**config.mk**
```make
export PLATFORM = sky130hd
export DESIGN_NAME = capture_period_decimal_display
export DESIGN_NICKNAME = d
export VERILOG_FILES = /design/src/rtl/core/cpdd_pkg.sv /design/src/rtl/core/capture_period_decimal_display.sv
export SDC_FILE = /design/constraint.sdc
export NUM_CORES = 2
export LEC_CHECK = 0
export BUFFER_PORTS_ARGS = -buffer_cell sky130_fd_sc_hd__buf_4
export CAP_MARGIN = 0
export CORE_ASPECT_RATIO = 1.2
export CORE_MARGIN = 2
export CORE_UTILIZATION = 59
export DETAILED_ROUTE_END_ITERATION = 6
export PLACE_DENSITY = 0.85
export SYNTH_ARGS = -nofsm -noshare
export SYNTH_HDL_FRONTEND = slang
export SYNTH_SLANG_ARGS = --single-unit
```
**constraint.sdc**
```tcl
create_clock -name clk -period 9.2 [get_ports clk]
set_clock_uncertainty 0.2 [all_clocks]
set_input_delay 0.92 -clock clk [delete_from_list [all_inputs] [get_ports clk]]
set_output_delay 0.92 -clock clk [all_outputs]
set_load 0.02 [all_outputs]
```
**src/rtl/core/cpdd_pkg.sv**
```systemverilog
`timescale 1ns / 1ps
// ----------------------------------------------------------------------------
// cpdd_pkg
// Shared types, field widths and the seven-segment decoder for the capture
// period meter with its multiplexed decimal display.
// ----------------------------------------------------------------------------
package cpdd_pkg;

	localparam int POS_W = 2;   // digit_position field
	localparam int SEG_W = 7;   // segments field, bit0 = a .. bit6 = g
	localparam int VAL_W = 32;  // capture_value and period fields

	typedef enum logic {
		OP_CAPTURE = 1'b0,
		OP_SCAN    = 1'b1
	} opcode_t;

	// 10 ** n, evaluated at elaboration
	function automatic longint unsigned pow10(int n);
		longint unsigned acc;
		acc = 64'd1;
		for (int i = 0; i < n; i++) begin
			acc = acc * 64'd10;
		end
		return acc;
	endfunction

	// decimal digit to lit segments; non-decimal codes stay dark
	function automatic logic [SEG_W-1:0] seg_of(logic [3:0] d);
		logic [SEG_W-1:0] s;
		case (d)
			4'd0:    s = 7'h3F;
			4'd1:    s = 7'h06;
			4'd2:    s = 7'h5B;
			4'd3:    s = 7'h4F;
			4'd4:    s = 7'h66;
			4'd5:    s = 7'h6D;
			4'd6:    s = 7'h7D;
			4'd7:    s = 7'h07;
			4'd8:    s = 7'h7F;
			4'd9:    s = 7'h6F;
			default: s = 7'h00;
		endcase
		return s;
	endfunction

endpackage

```
**src/rtl/core/capture_period_decimal_display.sv**
```systemverilog
`timescale 1ns / 1ps
// ----------------------------------------------------------------------------
// capture_period_decimal_display
// Input-capture period meter driving a multiplexed decimal seven-segment
// display, one digit per scan tick.
// ----------------------------------------------------------------------------
// Pipeline: an accepted item passes through six register stages, s1 to s5 and
//   the output registers, before its result can be taken.
// Throughput: one item per cycle; the six-stage digit pipeline holds up to
//   six items in flight, and the input stalls only when all six are full and
//   the result is stalled.
// Reset (arst_n low): last capture, period and scan position clear to zero
//   (thousands digit first); all pipeline stages are emptied.
// ----------------------------------------------------------------------------
module capture_period_decimal_display #(
	parameter int COUNTER_WIDTH = 32,
	parameter int DIGIT_COUNT   = 4
) (
	input  logic                           clk,
	input  logic                           arst_n,
	// item channel
	input  logic                           item_valid,
	output logic                           item_stall,
	input  cpdd_pkg::opcode_t              opcode,
	input  logic [cpdd_pkg::VAL_W-1:0]     capture_value,
	// result channel
	output logic                           result_valid,
	input  logic                           result_stall,
	output logic [cpdd_pkg::POS_W-1:0]     digit_position,
	output logic [cpdd_pkg::SEG_W-1:0]     segments,
	output logic [cpdd_pkg::VAL_W-1:0]     period
);
	import cpdd_pkg::*;

	// ---------------------------------------------------------------------
	// Derived sizes
	// ---------------------------------------------------------------------
	localparam int CW = COUNTER_WIDTH;
	// Shown value is period mod Modulus
	localparam longint unsigned Modulus = pow10(DIGIT_COUNT);
	localparam int RW  = $clog2(Modulus);                // remainder width
	localparam int PW  = (DIGIT_COUNT > 1) ? $clog2(DIGIT_COUNT) : 1;
	localparam int KW  = $clog2(DIGIT_COUNT + 1);        // decade index 0..DIGIT_COUNT
	localparam int NCH = (CW + 7) / 8;                   // byte chunks of the period
	localparam int SW  = RW + 10;                        // chunk sum < 1024 * Modulus
	localparam int HW  = RW + 5;                         // after first reduction half
	localparam int MW  = RW + 2;                         // reciprocal width
	localparam int PRW = RW + MW;                        // reciprocal product width
	localparam int SHW = $clog2(2 * RW + 1);             // reciprocal shift width

	localparam logic [SW-1:0] ModSum  = SW'(Modulus);
	localparam logic [HW-1:0] ModPart = HW'(Modulus);
	localparam logic [PW-1:0] LastPos = PW'(DIGIT_COUNT - 1);

	// ---------------------------------------------------------------------
	// Constant tables.
	// magic_tab[k] / shift_tab[k] give an exact floor(r / 10**k) for any
	// r < 2**RW as (r * magic) >> shift (round-up reciprocal).
	// ChunkMod in g_chunk[i] = 2**(8*i) mod Modulus folds each period byte.
	// ---------------------------------------------------------------------
	logic [MW-1:0]  magic_tab [DIGIT_COUNT+1];
	logic [SHW-1:0] shift_tab [DIGIT_COUNT+1];
	logic [RW+7:0]  chunk_prod [NCH];

	for (genvar k = 0; k <= DIGIT_COUNT; k++) begin : g_recip
		localparam longint unsigned Div   = pow10(k);
		localparam int              L     = $clog2(Div);
		localparam longint unsigned Magic = ((64'd1 << (RW + L)) / Div) + 64'd1;
		assign magic_tab[k] = MW'(Magic);
		assign shift_tab[k] = SHW'(RW + L);
	end

	// ---------------------------------------------------------------------
	// Handshake: each stage moves when it is empty or its successor moves.
	// ---------------------------------------------------------------------
	logic v_s1, v_s2, v_s3, v_s4, v_s5;
	logic en1, en2, en3, en4, en5, en6;
	logic accept;

	assign en6        = !result_valid || !result_stall;
	assign en5        = !v_s5 || en6;
	assign en4        = !v_s4 || en5;
	assign en3        = !v_s3 || en4;
	assign en2        = !v_s2 || en3;
	assign en1        = !v_s1 || en2;
	assign item_stall = !en1;
	assign accept     = item_valid && en1;

	// ---------------------------------------------------------------------
	// Architectural state: updated at accept, so every later item sees it.
	// ---------------------------------------------------------------------
	logic [CW-1:0] last_capture_q;
	logic [CW-1:0] period_value_q;
	logic [PW-1:0] scan_pos_q;
	logic [CW-1:0] cap_now;
	logic [CW-1:0] diff;
	logic [CW-1:0] period_next;
	logic [PW-1:0] scan_next;

	assign cap_now     = capture_value[CW-1:0];
	assign diff        = cap_now - last_capture_q;   // wraps mod 2**CW
	assign period_next = (opcode == OP_CAPTURE) ? diff : period_value_q;
	assign scan_next   = (scan_pos_q == LastPos) ? '0 : scan_pos_q + PW'(1);

	// ---------------------------------------------------------------------
	// Pipeline payload
	// ---------------------------------------------------------------------
	logic [CW-1:0]  period_s1, period_s2, period_s3, period_s4, period_s5;
	logic [PW-1:0]  pos_s1, pos_s2, pos_s3, pos_s4, pos_s5;
	logic [SW-1:0]  sum_s2;
	logic [HW-1:0]  part_s3;
	logic [RW-1:0]  rem_s4;
	logic [PRW-1:0] prod_a_s5, prod_b_s5;
	logic [SHW-1:0] sh_a_s5, sh_b_s5;

	// s1 -> s2: fold the period bytes into a sum congruent mod Modulus
	logic [NCH*8-1:0] period_pad;
	logic [SW-1:0]    chunk_sum;

	assign period_pad = (NCH*8)'(period_s1);

	for (genvar i = 0; i < NCH; i++) begin : g_chunk
		localparam longint unsigned ChunkMod = (64'd1 << (8 * i)) % Modulus;
		assign chunk_prod[i] = (RW+8)'(period_pad[8*i +: 8]) * (RW+8)'(ChunkMod);
	end

	always_comb begin
		chunk_sum = '0;
		for (int i = 0; i < NCH; i++) begin
			chunk_sum = chunk_sum + SW'(chunk_prod[i]);
		end
	end

	// s2 -> s3, s3 -> s4: restoring reduction, five conditional subtracts each
	logic [SW-1:0] red_hi;
	logic [HW-1:0] red_lo;

	always_comb begin
		red_hi = sum_s2;
		for (int j = 9; j >= 5; j--) begin
			if (red_hi >= (ModSum << j)) begin
				red_hi = red_hi - (ModSum << j);
			end
		end
	end

	always_comb begin
		red_lo = part_s3;
		for (int j = 4; j >= 0; j--) begin
			if (red_lo >= (ModPart << j)) begin
				red_lo = red_lo - (ModPart << j);
			end
		end
	end

	// s4 -> s5: quotients by 10**k and 10**(k+1), k counted from the ones digit
	logic [KW-1:0] k_a, k_b;

	assign k_a = KW'(DIGIT_COUNT - 1) - KW'(pos_s4);
	assign k_b = k_a + KW'(1);

	// s5 -> out: digit = q_k - 10 * q_(k+1), exact in four bits
	logic [3:0] qa4, qb4, digit;

	assign qa4   = 4'(prod_a_s5 >> sh_a_s5);
	assign qb4   = 4'(prod_b_s5 >> sh_b_s5);
	assign digit = qa4 - 4'(qb4 * 4'd10);

	// ---------------------------------------------------------------------
	// Control registers
	// ---------------------------------------------------------------------
	always_ff @(posedge clk or negedge arst_n) begin
		if (!arst_n) begin
			last_capture_q <= '0;
			period_value_q <= '0;
			scan_pos_q     <= '0;
			v_s1           <= 1'b0;
			v_s2           <= 1'b0;
			v_s3           <= 1'b0;
			v_s4           <= 1'b0;
			v_s5           <= 1'b0;
			result_valid   <= 1'b0;
		end else begin
			if (accept) begin
				if (opcode == OP_CAPTURE) begin
					last_capture_q <= cap_now;
					period_value_q <= diff;
				end else begin
					scan_pos_q <= scan_next;
				end
			end
			if (en1) v_s1 <= accept;
			if (en2) v_s2 <= v_s1;
			if (en3) v_s3 <= v_s2;
			if (en4) v_s4 <= v_s3;
			if (en5) v_s5 <= v_s4;
			if (en6) result_valid <= v_s5;
		end
	end

	// ---------------------------------------------------------------------
	// Payload registers
	// ---------------------------------------------------------------------
	always_ff @(posedge clk) begin
		if (en1 && accept) begin
			period_s1 <= period_next;
			pos_s1    <= scan_pos_q;
		end
		if (en2 && v_s1) begin
			period_s2 <= period_s1;
			pos_s2    <= pos_s1;
			sum_s2    <= chunk_sum;
		end
		if (en3 && v_s2) begin
			period_s3 <= period_s2;
			pos_s3    <= pos_s2;
			part_s3   <= HW'(red_hi);
		end
		if (en4 && v_s3) begin
			period_s4 <= period_s3;
			pos_s4    <= pos_s3;
			rem_s4    <= RW'(red_lo);
		end
		if (en5 && v_s4) begin
			period_s5 <= period_s4;
			pos_s5    <= pos_s4;
			prod_a_s5 <= PRW'(rem_s4) * PRW'(magic_tab[k_a]);
			prod_b_s5 <= PRW'(rem_s4) * PRW'(magic_tab[k_b]);
			sh_a_s5   <= shift_tab[k_a];
			sh_b_s5   <= shift_tab[k_b];
		end
		if (en6 && v_s5) begin
			digit_position <= POS_W'(pos_s5);
			segments       <= seg_of(digit);
			period         <= VAL_W'(period_s5);
		end
	end

endmodule
```
# Yosys cells after proc, flatten, opt, wreduce, memory -nomap -nowiden
# Memories as Yosys holds them, arrays and structs flattened. A register that Yosys moved wholly into a read port is not among the register bits.
# Index checks and enable logic that the tools add are counted.
[word_totals] romBits=448 elab_cells=111 register_bits=393 mem_count=5 output_inout_bits=43
[op_classes] reduce_logical=23 n_eq_ne=1 n_lt_le_gt_ge=12 multipliers=5 n_addsub=18 mux=16 n_shift=2 bitwise_logic=3
[mem_list] name="(name not given)" depth=8 width=16 rd=1 rd_clocked_by_memory_dff=0 write_ports=0 line_no="capture_period_decimal_display.sv:228" source="prod_b_s5 <= PRW'(rem_s4) * PRW'(magic_tab[k_b]);"
[mem_list] name="(name not given)" depth=8 width=16 rd=1 rd_clocked_by_memory_dff=0 write_ports=0 line_no="capture_period_decimal_display.sv:227" source="prod_a_s5 <= PRW'(rem_s4) * PRW'(magic_tab[k_a]);"
[mem_list] name="(name not given)" depth=16 width=7 rd=1 rd_clocked_by_memory_dff=1 write_ports=0 line_no="cpdd_pkg.sv:31" source="case (d)"
[mem_list] name="(name not given)" depth=8 width=5 rd=1 rd_clocked_by_memory_dff=1 write_ports=0 line_no="capture_period_decimal_display.sv:230" source="sh_b_s5 <= shift_tab[k_b];"
[mem_list] name="(name not given)" depth=8 width=5 rd=1 rd_clocked_by_memory_dff=1 write_ports=0 line_no="capture_period_decimal_display.sv:229" source="sh_a_s5 <= shift_tab[k_a];"
[op_table] op="24-bit two-way mux" count=4
[op_table] op="19-bit two-way mux" count=5
[op_table] op="16-bit two-way mux" count=4
[op_table] op="14-bit by 16-bit multiplier with 30-bit output" count=2
[op_table] op="30-bit by 5-bit right shift with 4-bit output" count=2
[op_table] op="32-bit two-way mux" count=1
[op_table] op="32-bit subtractor" count=1
[op_table] op="24-bit by 19-bit >= comparator with 1-bit output, second input constant" count=1
[op_table] op="24-bit by 20-bit >= comparator with 1-bit output, second input constant" count=1
[op_table] op="24-bit by 21-bit >= comparator with 1-bit output, second input constant" count=1
[op_table] op="24-bit by 22-bit >= comparator with 1-bit output, second input constant" count=1
[op_table] op="24-bit by 23-bit >= comparator with 1-bit output, second input constant" count=1
[op_table] op="24-bit by 20-bit subtractor with 24-bit output, second input constant" count=1
[op_table] op="24-bit by 21-bit subtractor with 24-bit output, second input constant" count=1
[op_table] op="24-bit by 22-bit subtractor with 24-bit output, second input constant" count=1
[op_table] op="24-bit by 23-bit subtractor with 24-bit output, second input constant" count=1
[op_table] op="22-bit by 21-bit adder with 23-bit output" count=1
[op_table] op="17-bit by 21-bit adder with 22-bit output" count=1
[op_table] op="19-bit by 14-bit >= comparator with 1-bit output, second input constant" count=1
[op_table] op="19-bit by 15-bit >= comparator with 1-bit output, second input constant" count=1
[op_table] op="19-bit by 16-bit >= comparator with 1-bit output, second input constant" count=1
[op_table] op="19-bit by 17-bit >= comparator with 1-bit output, second input constant" count=1
[op_table] op="19-bit by 18-bit >= comparator with 1-bit output, second input constant" count=1
[op_table] op="19-bit by 15-bit subtractor with 19-bit output, second input constant" count=1
[op_table] op="other kinds (23)" count=44

# Depth between registers and ports, before layout
[logic_depth] word_depth=10 ltp_mapped=33 mapped_depth_nobuf=31

# Least setup slack after synthesis
# OpenSTA, ideal clock, no wires.
[synth_timing] path_kind="reg2reg" start="register sum_s2[13]" end="register part_s3[17], data pin" required_time_ns=8.729 arrival_ns=6.876 stages_incl_launch_ff=31 path_buffers=3 path_slack_ns=1.853 cell_sequence="edfxtp_1 -> buf_2 -> o41a_1 -> a21oi_1 -> xnor2_1 -> ha_1 -> nand2_1 -> nor3_1 -> a221o_1 -> o311ai_1 -> o31ai_1 -> buf_2 -> xnor2_1 -> ha_1 -> nand2_1 -> nor2_1 -> nand4_1 -> o311ai_0 -> inv_1 -> a2111oi_2 -> o21ai_1 -> a221oi_1 -> nand2b_1 -> buf_4 -> xnor2_1 -> ha_1 -> inv_1 -> a2111oi_0 -> a41oi_1 -> a311oi_1 -> xnor2_1"
[synth_between] elab_chain_len=10
[synth_rtl] item="start: declaration" line_no="capture_period_decimal_display.sv:110" source="logic [SW-1:0] sum_s2;"
[synth_rtl] item="start signal: assignment" line_no="capture_period_decimal_display.sv:212" source="sum_s2 <= chunk_sum;"
[synth_rtl] item="24-bit by 23-bit subtractor with 24-bit output or 24-bit by 23-bit >= comparator with 1-bit output (tied branches)" line_no="capture_period_decimal_display.sv:142, capture_period_decimal_display.sv:141"
[synth_rtl] item="24-bit two-way mux *" line_no="capture_period_decimal_display.sv:141" source="if (red_hi >= (ModSum << j)) begin"
[synth_rtl] item="24-bit by 22-bit subtractor with 24-bit output or 24-bit by 22-bit >= comparator with 1-bit output (tied branches)" line_no="capture_period_decimal_display.sv:142, capture_period_decimal_display.sv:141"
[synth_rtl] item="24-bit two-way mux *" line_no="capture_period_decimal_display.sv:141"
[synth_rtl] item="24-bit by 21-bit subtractor with 24-bit output or 24-bit by 21-bit >= comparator with 1-bit output (tied branches)" line_no="capture_period_decimal_display.sv:142, capture_period_decimal_display.sv:141"
[synth_rtl] item="24-bit two-way mux *" line_no="capture_period_decimal_display.sv:141"
[synth_rtl] item="24-bit by 20-bit subtractor with 24-bit output or 24-bit by 20-bit >= comparator with 1-bit output (tied branches)" line_no="capture_period_decimal_display.sv:142, capture_period_decimal_display.sv:141"
[synth_rtl] item="24-bit two-way mux *" line_no="capture_period_decimal_display.sv:141"
[synth_rtl] item="24-bit by 19-bit >= comparator with 1-bit output or 19-bit subtractor (tied branches)" line_no="capture_period_decimal_display.sv:141, capture_period_decimal_display.sv:142"
[synth_rtl] item="19-bit two-way mux *" line_no="capture_period_decimal_display.sv:141"
[synth_rtl] item="net red_hi[17]" line_no="capture_period_decimal_display.sv:135" source="logic [SW-1:0] red_hi;"
[synth_rtl] item="end signal: assignment" line_no="capture_period_decimal_display.sv:217" source="part_s3 <= HW'(red_hi);"
[synth_rtl] item="end: declaration" line_no="capture_period_decimal_display.sv:111" source="logic [HW-1:0] part_s3;"
# The timed path passes the listed nets; every way through them passes the cells marked *.
# A chain may end at the register's enable or synchronous reset.

# Worst setup path after layout
[layout_timing] start="register pos_s4[0]" end="register prod_a_s5[29], data pin"
[layout_between] elab_chain_len=6
[layout_rtl] item="start: declaration" line_no="capture_period_decimal_display.sv:109" source="logic [PW-1:0] pos_s1, pos_s2, pos_s3, pos_s4, pos_s5;"
[layout_rtl] item="start signal: assignment" line_no="capture_period_decimal_display.sv:221" source="pos_s4 <= pos_s3;"
[layout_rtl] item="2-bit by 2-bit subtractor with 3-bit output" line_no="capture_period_decimal_display.sv:159" source="assign k_a = KW'(DIGIT_COUNT - 1) - KW'(pos_s4);"
[layout_rtl] item="net k_a[0]" line_no="capture_period_decimal_display.sv:157" source="logic [KW-1:0] k_a, k_b;"
[layout_rtl] item="3-bit inverter with 4-bit output (implied by the code)" line_no="capture_period_decimal_display.sv:227"
[layout_rtl] item="memory read 8 x 16 bit"
[layout_rtl] item="16-bit two-way mux (implied by the code) (2 in series)" line_no="capture_period_decimal_display.sv:227"
[layout_rtl] item="14-bit by 16-bit multiplier with 30-bit output" line_no="capture_period_decimal_display.sv:227"
[layout_rtl] item="end signal: assignment" line_no="capture_period_decimal_display.sv:227"
[layout_rtl] item="end: declaration" line_no="capture_period_decimal_display.sv:113" source="logic [PRW-1:0] prod_a_s5, prod_b_s5;"
# The timed path passes the listed nets, and every way through them passes these cells. The select of a mux whose other input is x is not followed.

==> results.txt <==
The flow ran to the end, and the final reports show no timing, DRC or antenna violations. The floorplan die area came out at 0.06393 mm^2. The effective utilization at floorplan is 0.5982. The placed instances occupy a cell area of ~0.038 mm^2. CTS saw 395 sinks. Summed over all layers, the global routing overflow is 0.

Walking the worst path, the cells encountered are inv_1 > ha_1 > inv_1 > nor2_1 > fa_1 > fa_1 > fa_1 > inv_1 > fa_1 > inv_1 > fa_1 > fa_1 > ha_1 > nor2_1 > a2111oi_0 > nor3_1 > o31ai_1 > o211a_1 > o21a_1 > o21a_1 > o41ai_1 > xnor2_1. The required time of the critical path came out at between 9 and 10 ns. The die is about 230 um wide. The overall via count from detail_route came out at 25570. The biggest area contributor in the post-synthesis netlist is sky130_fd_sc_hd__edfxtp_1. The multi-input logic area came out at 0.02263 mm^2. Once detail routing completed, the nets flagged for antenna violations numbered 0.

Setup repair after global routing left no endpoint under its margin. The initial antenna violation count came out at 0. The clock tree from TritonCTS is built. The global routing's busiest layer is met2. The worst setup path is captured at a register. The filler cells instantiated in the layout total 4457.

The worst setup path is of the register to register kind. The number of diodes added for antenna fixing is 0. Counting every net in the synthesized netlist gives 4125. The clock-pin transition on the worst setup and hold timing paths came out at 0.07 ns. The relative area change from synthesis to final layout is 7.644%. The number of clock buffers inserted by TritonCTS is 44.

In this run the clock root is driven by a sky130_fd_sc_hd__clkbuf_16. The first routing iteration left 1853 violations. The fraction of layout cells with a size suffix above 1 came out at 0.09330.

The number of slew-limit violations in the final report is 0. The worst min-delay path category is register to register. In the finished design, the share of the clock period the worst path needs comes to 0.9166. The summed instance area of the synthesized netlist came out at 0.03653 mm^2. The post-detailed-placement half-perimeter wirelength is 64530 um. After floorplanning, the core was sized to cover 0.06107 mm^2.

The flip-flop and latch count after synthesis is 395. The total of cells resized after clock tree synthesis came out at 0. Buffers inserted to repair hold after CTS numbered 0.

The most used cell along the critical path is sky130_fd_sc_hd__fa_1. The mean cell area of the mapped netlist is about 11 um^2. The launch instance of the worst min-delay path is pos_s2[0]$_DFFE_PP_. Among all stages on the critical path, the largest delay is contributed by sky130_fd_sc_hd__ha_1. The maximum number of pins on one net before global-route repair came out at a little over 90. sky130_fd_sc_hd__inv_1 is the most common cell in the netlist.

The number of endpoints with negative hold slack in the final report is 0. The origin of the critical flop-to-flop path is pos_s4[0]$_DFFE_PP_. For hold timing, the worst endpoint is pos_s3[0]$_DFFE_PP_. The depth of the worst register-to-register path came out at 22.

The number of distinct library cells after synthesis came out at 113. The met1 track demand over resource is 0.3039. The number of vias per cell after detailed routing is about 6.

The first detailed-routing pass ran for 5 iterations. The transition at the pin with the smallest max-transition slack is 1.159 ns. The portion of the post-synthesis area used by sequential elements is 0.3148. The total negative setup slack came out at 0 ns. The number of port buffers is 79. The number of warnings reported in the yosys synthesis log came out at 0. The post-synthesis cell count is 3380.

Across every metal layer, demand over resource in global routing totals 0.2733. Counting I/O delays and the setup requirement, the final critical path takes around 8.4 ns. The die outline height is 276.6 um. The worst hold path passes through 0 cells. The number of nets in the layout came out at 4172.

The endpoint identified for the worst register-to-register timing path is prod_a_s5[29]$_DFFE_PP_. Among all flip-flop cells after synthesis, the most frequent one is sky130_fd_sc_hd__edfxtp_1. The count of max-cap constraint violations is 0. The clock passes through at most 3 buffers. For this run, global-route usage on met2 was measured as 0.4869. The level count of the clock H-tree is 2. For met3 alone, demand over resource in global routing was 0.04530. The global-route wire length before repair is roughly 140000 um. In the routed design, unresolved DRC markers number 0. Row generation in the floorplan step produced 99 rows. The proportion of netlist area held by the largest area contributor is 0.2655. The max-slew headroom at the worst pin came out at 0.2273. After synthesis, the most frequently instantiated cells are sky130_fd_sc_hd__inv_1 (539), sky130_fd_sc_hd__ha_1 (389), sky130_fd_sc_hd__edfxtp_1 (323), sky130_fd_sc_hd__fa_1 (319), sky130_fd_sc_hd__nand2_1 (238). The maximum fanout encountered on the critical timing path came out at 22. In this run, synthesis inferred 323 flip-flops with an integrated enable.

The number of global-route vias before repair is 27130. The number of setup buffers added after CTS came out at 0. The I/O pin count is 80. For flop-to-flop paths, the worst setup slack is around 0.77 ns. By area the synthesized netlist is led by sky130_fd_sc_hd__edfxtp_1 (27%), sky130_fd_sc_hd__fa_1 (17%), sky130_fd_sc_hd__ha_1 (13%). The clock reaches the later pin of the worst-skew pair after approximately 0.61 ns. Of all flip-flops after synthesis, the portion carrying an async set or reset was 0.1823. The final routed wire length divided by cell count came out at 19.91 um. The weighted congestion at the end of routability-driven global placement is about 0.94. The routed design has 85010 um of wire. The critical path data arrival time came out at approximately 8.6 ns. Across the whole layout, storage elements account for ~0.012 mm^2.

The startpoint class of the critical path is a register. The summed area of non-filler cells in the final layout is 0.03933 mm^2. The delay of the slowest critical-path stage is 0.83 ns. Setup violations remaining at the end of the flow were counted as 0. The maximum clock frequency came out at 118.6 MHz.
[cell type report]
cell class | instances | area share
tap | 808 | 0.02571
sequential | 395 | 0.2925
clock inverter | 27 | 0.007954
inverter | 539 | 0.05145
clock buffer | 54 | 0.02972
timing repair buffer | 91 | 0.01737
multi-input combinational | 2356 | 0.5753
[through the flow]
stage            util  worst slack (ns)  hold slack (ns)  instances
6_report       0.6440            0.7673           0.2036       4270
5_1_grt        0.6440            0.1698           0.2177       4270
4_1_cts        0.6440            0.8619           0.2147       4270
3_5_place_dp   0.6197            0.9331           0.2045       4189
3_3_place_gp   0.6197             1.210           0.2000       4189
2_1_floorplan       -             1.853           0.2003       3380
[per-layer routing]
metal,share of wire,routed length (um)
met3,0.058,4959
met5,0,0
met4,0.068,5799
met1,0.36,30560
met2,0.51,43690
[sequential cells by signal, summed over array words and instances (netlist names), 15 cells and up]
| register | count |
|---|---|
| last_capture_q | 32 |
| period | 32 |
| period_pad | 32 |
| period_s2 | 32 |
| period_s3 | 32 |
| period_s4 | 32 |
| period_s5 | 32 |
| period_value_q | 32 |
| prod_a_s5 | 30 |
| prod_b_s5 | 30 |
| sum_s2 | 19 |
| part_s3 | 15 |
[critical path: cells and delay by family, from the launching register on]
kind,cells,cell delay (ns)
flip-flops,1,0.50
AND/OR/NAND/NOR,3,0.75
AO/OA/AOI/OAI,6,1.72
XOR/XNOR,1,0.14
adder cells (fa/ha/maj),8,4.18
buffers and inverters,4,0.66
[cells by family (layout without fill, tap and decap cells)]
kind of cell               Yosys count  in the layout  synth area share
buffers and inverters              629            711           0.06675
DFF                                395            395            0.3148
xor gates and xnor gates           187            187           0.04545
adders and majority gates          708            708            0.3080
muxes                              142            142           0.05483
and+or+nand+nor                    752            752            0.1039
AOI/OAI and AO/OA                  567            567            0.1062
[how the worst max path moves through the flow]
stage,startpoint,endpoint,slack [ns],cells past startpoint
final,pos_s4[0]$_DFFE_PP_,prod_a_s5[29]$_DFFE_PP_,0.77,22
after global routing,sum_s2[13]$_DFFE_PP_,part_s3[17]$_DFFE_PP_,0.17,27
after CTS,pos_s4[0]$_DFFE_PP_,prod_a_s5[29]$_DFFE_PP_,0.86,22
after detailed placement,pos_s4[0]$_DFFE_PP_,prod_a_s5[29]$_DFFE_PP_,0.93,22
after global placement,pos_s4[0]$_DFFE_PP_,prod_a_s5[29]$_DFFE_PP_,1.21,22
after floorplan,sum_s2[13]$_DFFE_PP_,part_s3[17]$_DFFE_PP_,1.85,30
[placed cells by master (no fill, tap or decap), drive strengths merged, types with 37 or more instances in the layout]
cell,instances
inv,541
ha,389
edfxtp,323
fa,319
nand2,239
o21ai,140
nor2,129
xnor2,128
a21oi,123
buf,91
dfrtp,72
and2,71
xor2,59
nor3,54
clkbuf,54
mux2i,52
mux2,49
nand2b,44
nor2b,42
mux4,41
nand3,37
Power is not shown: default switching activity piles up to over one toggle a cycle in this logic, so the estimate is an artifact.
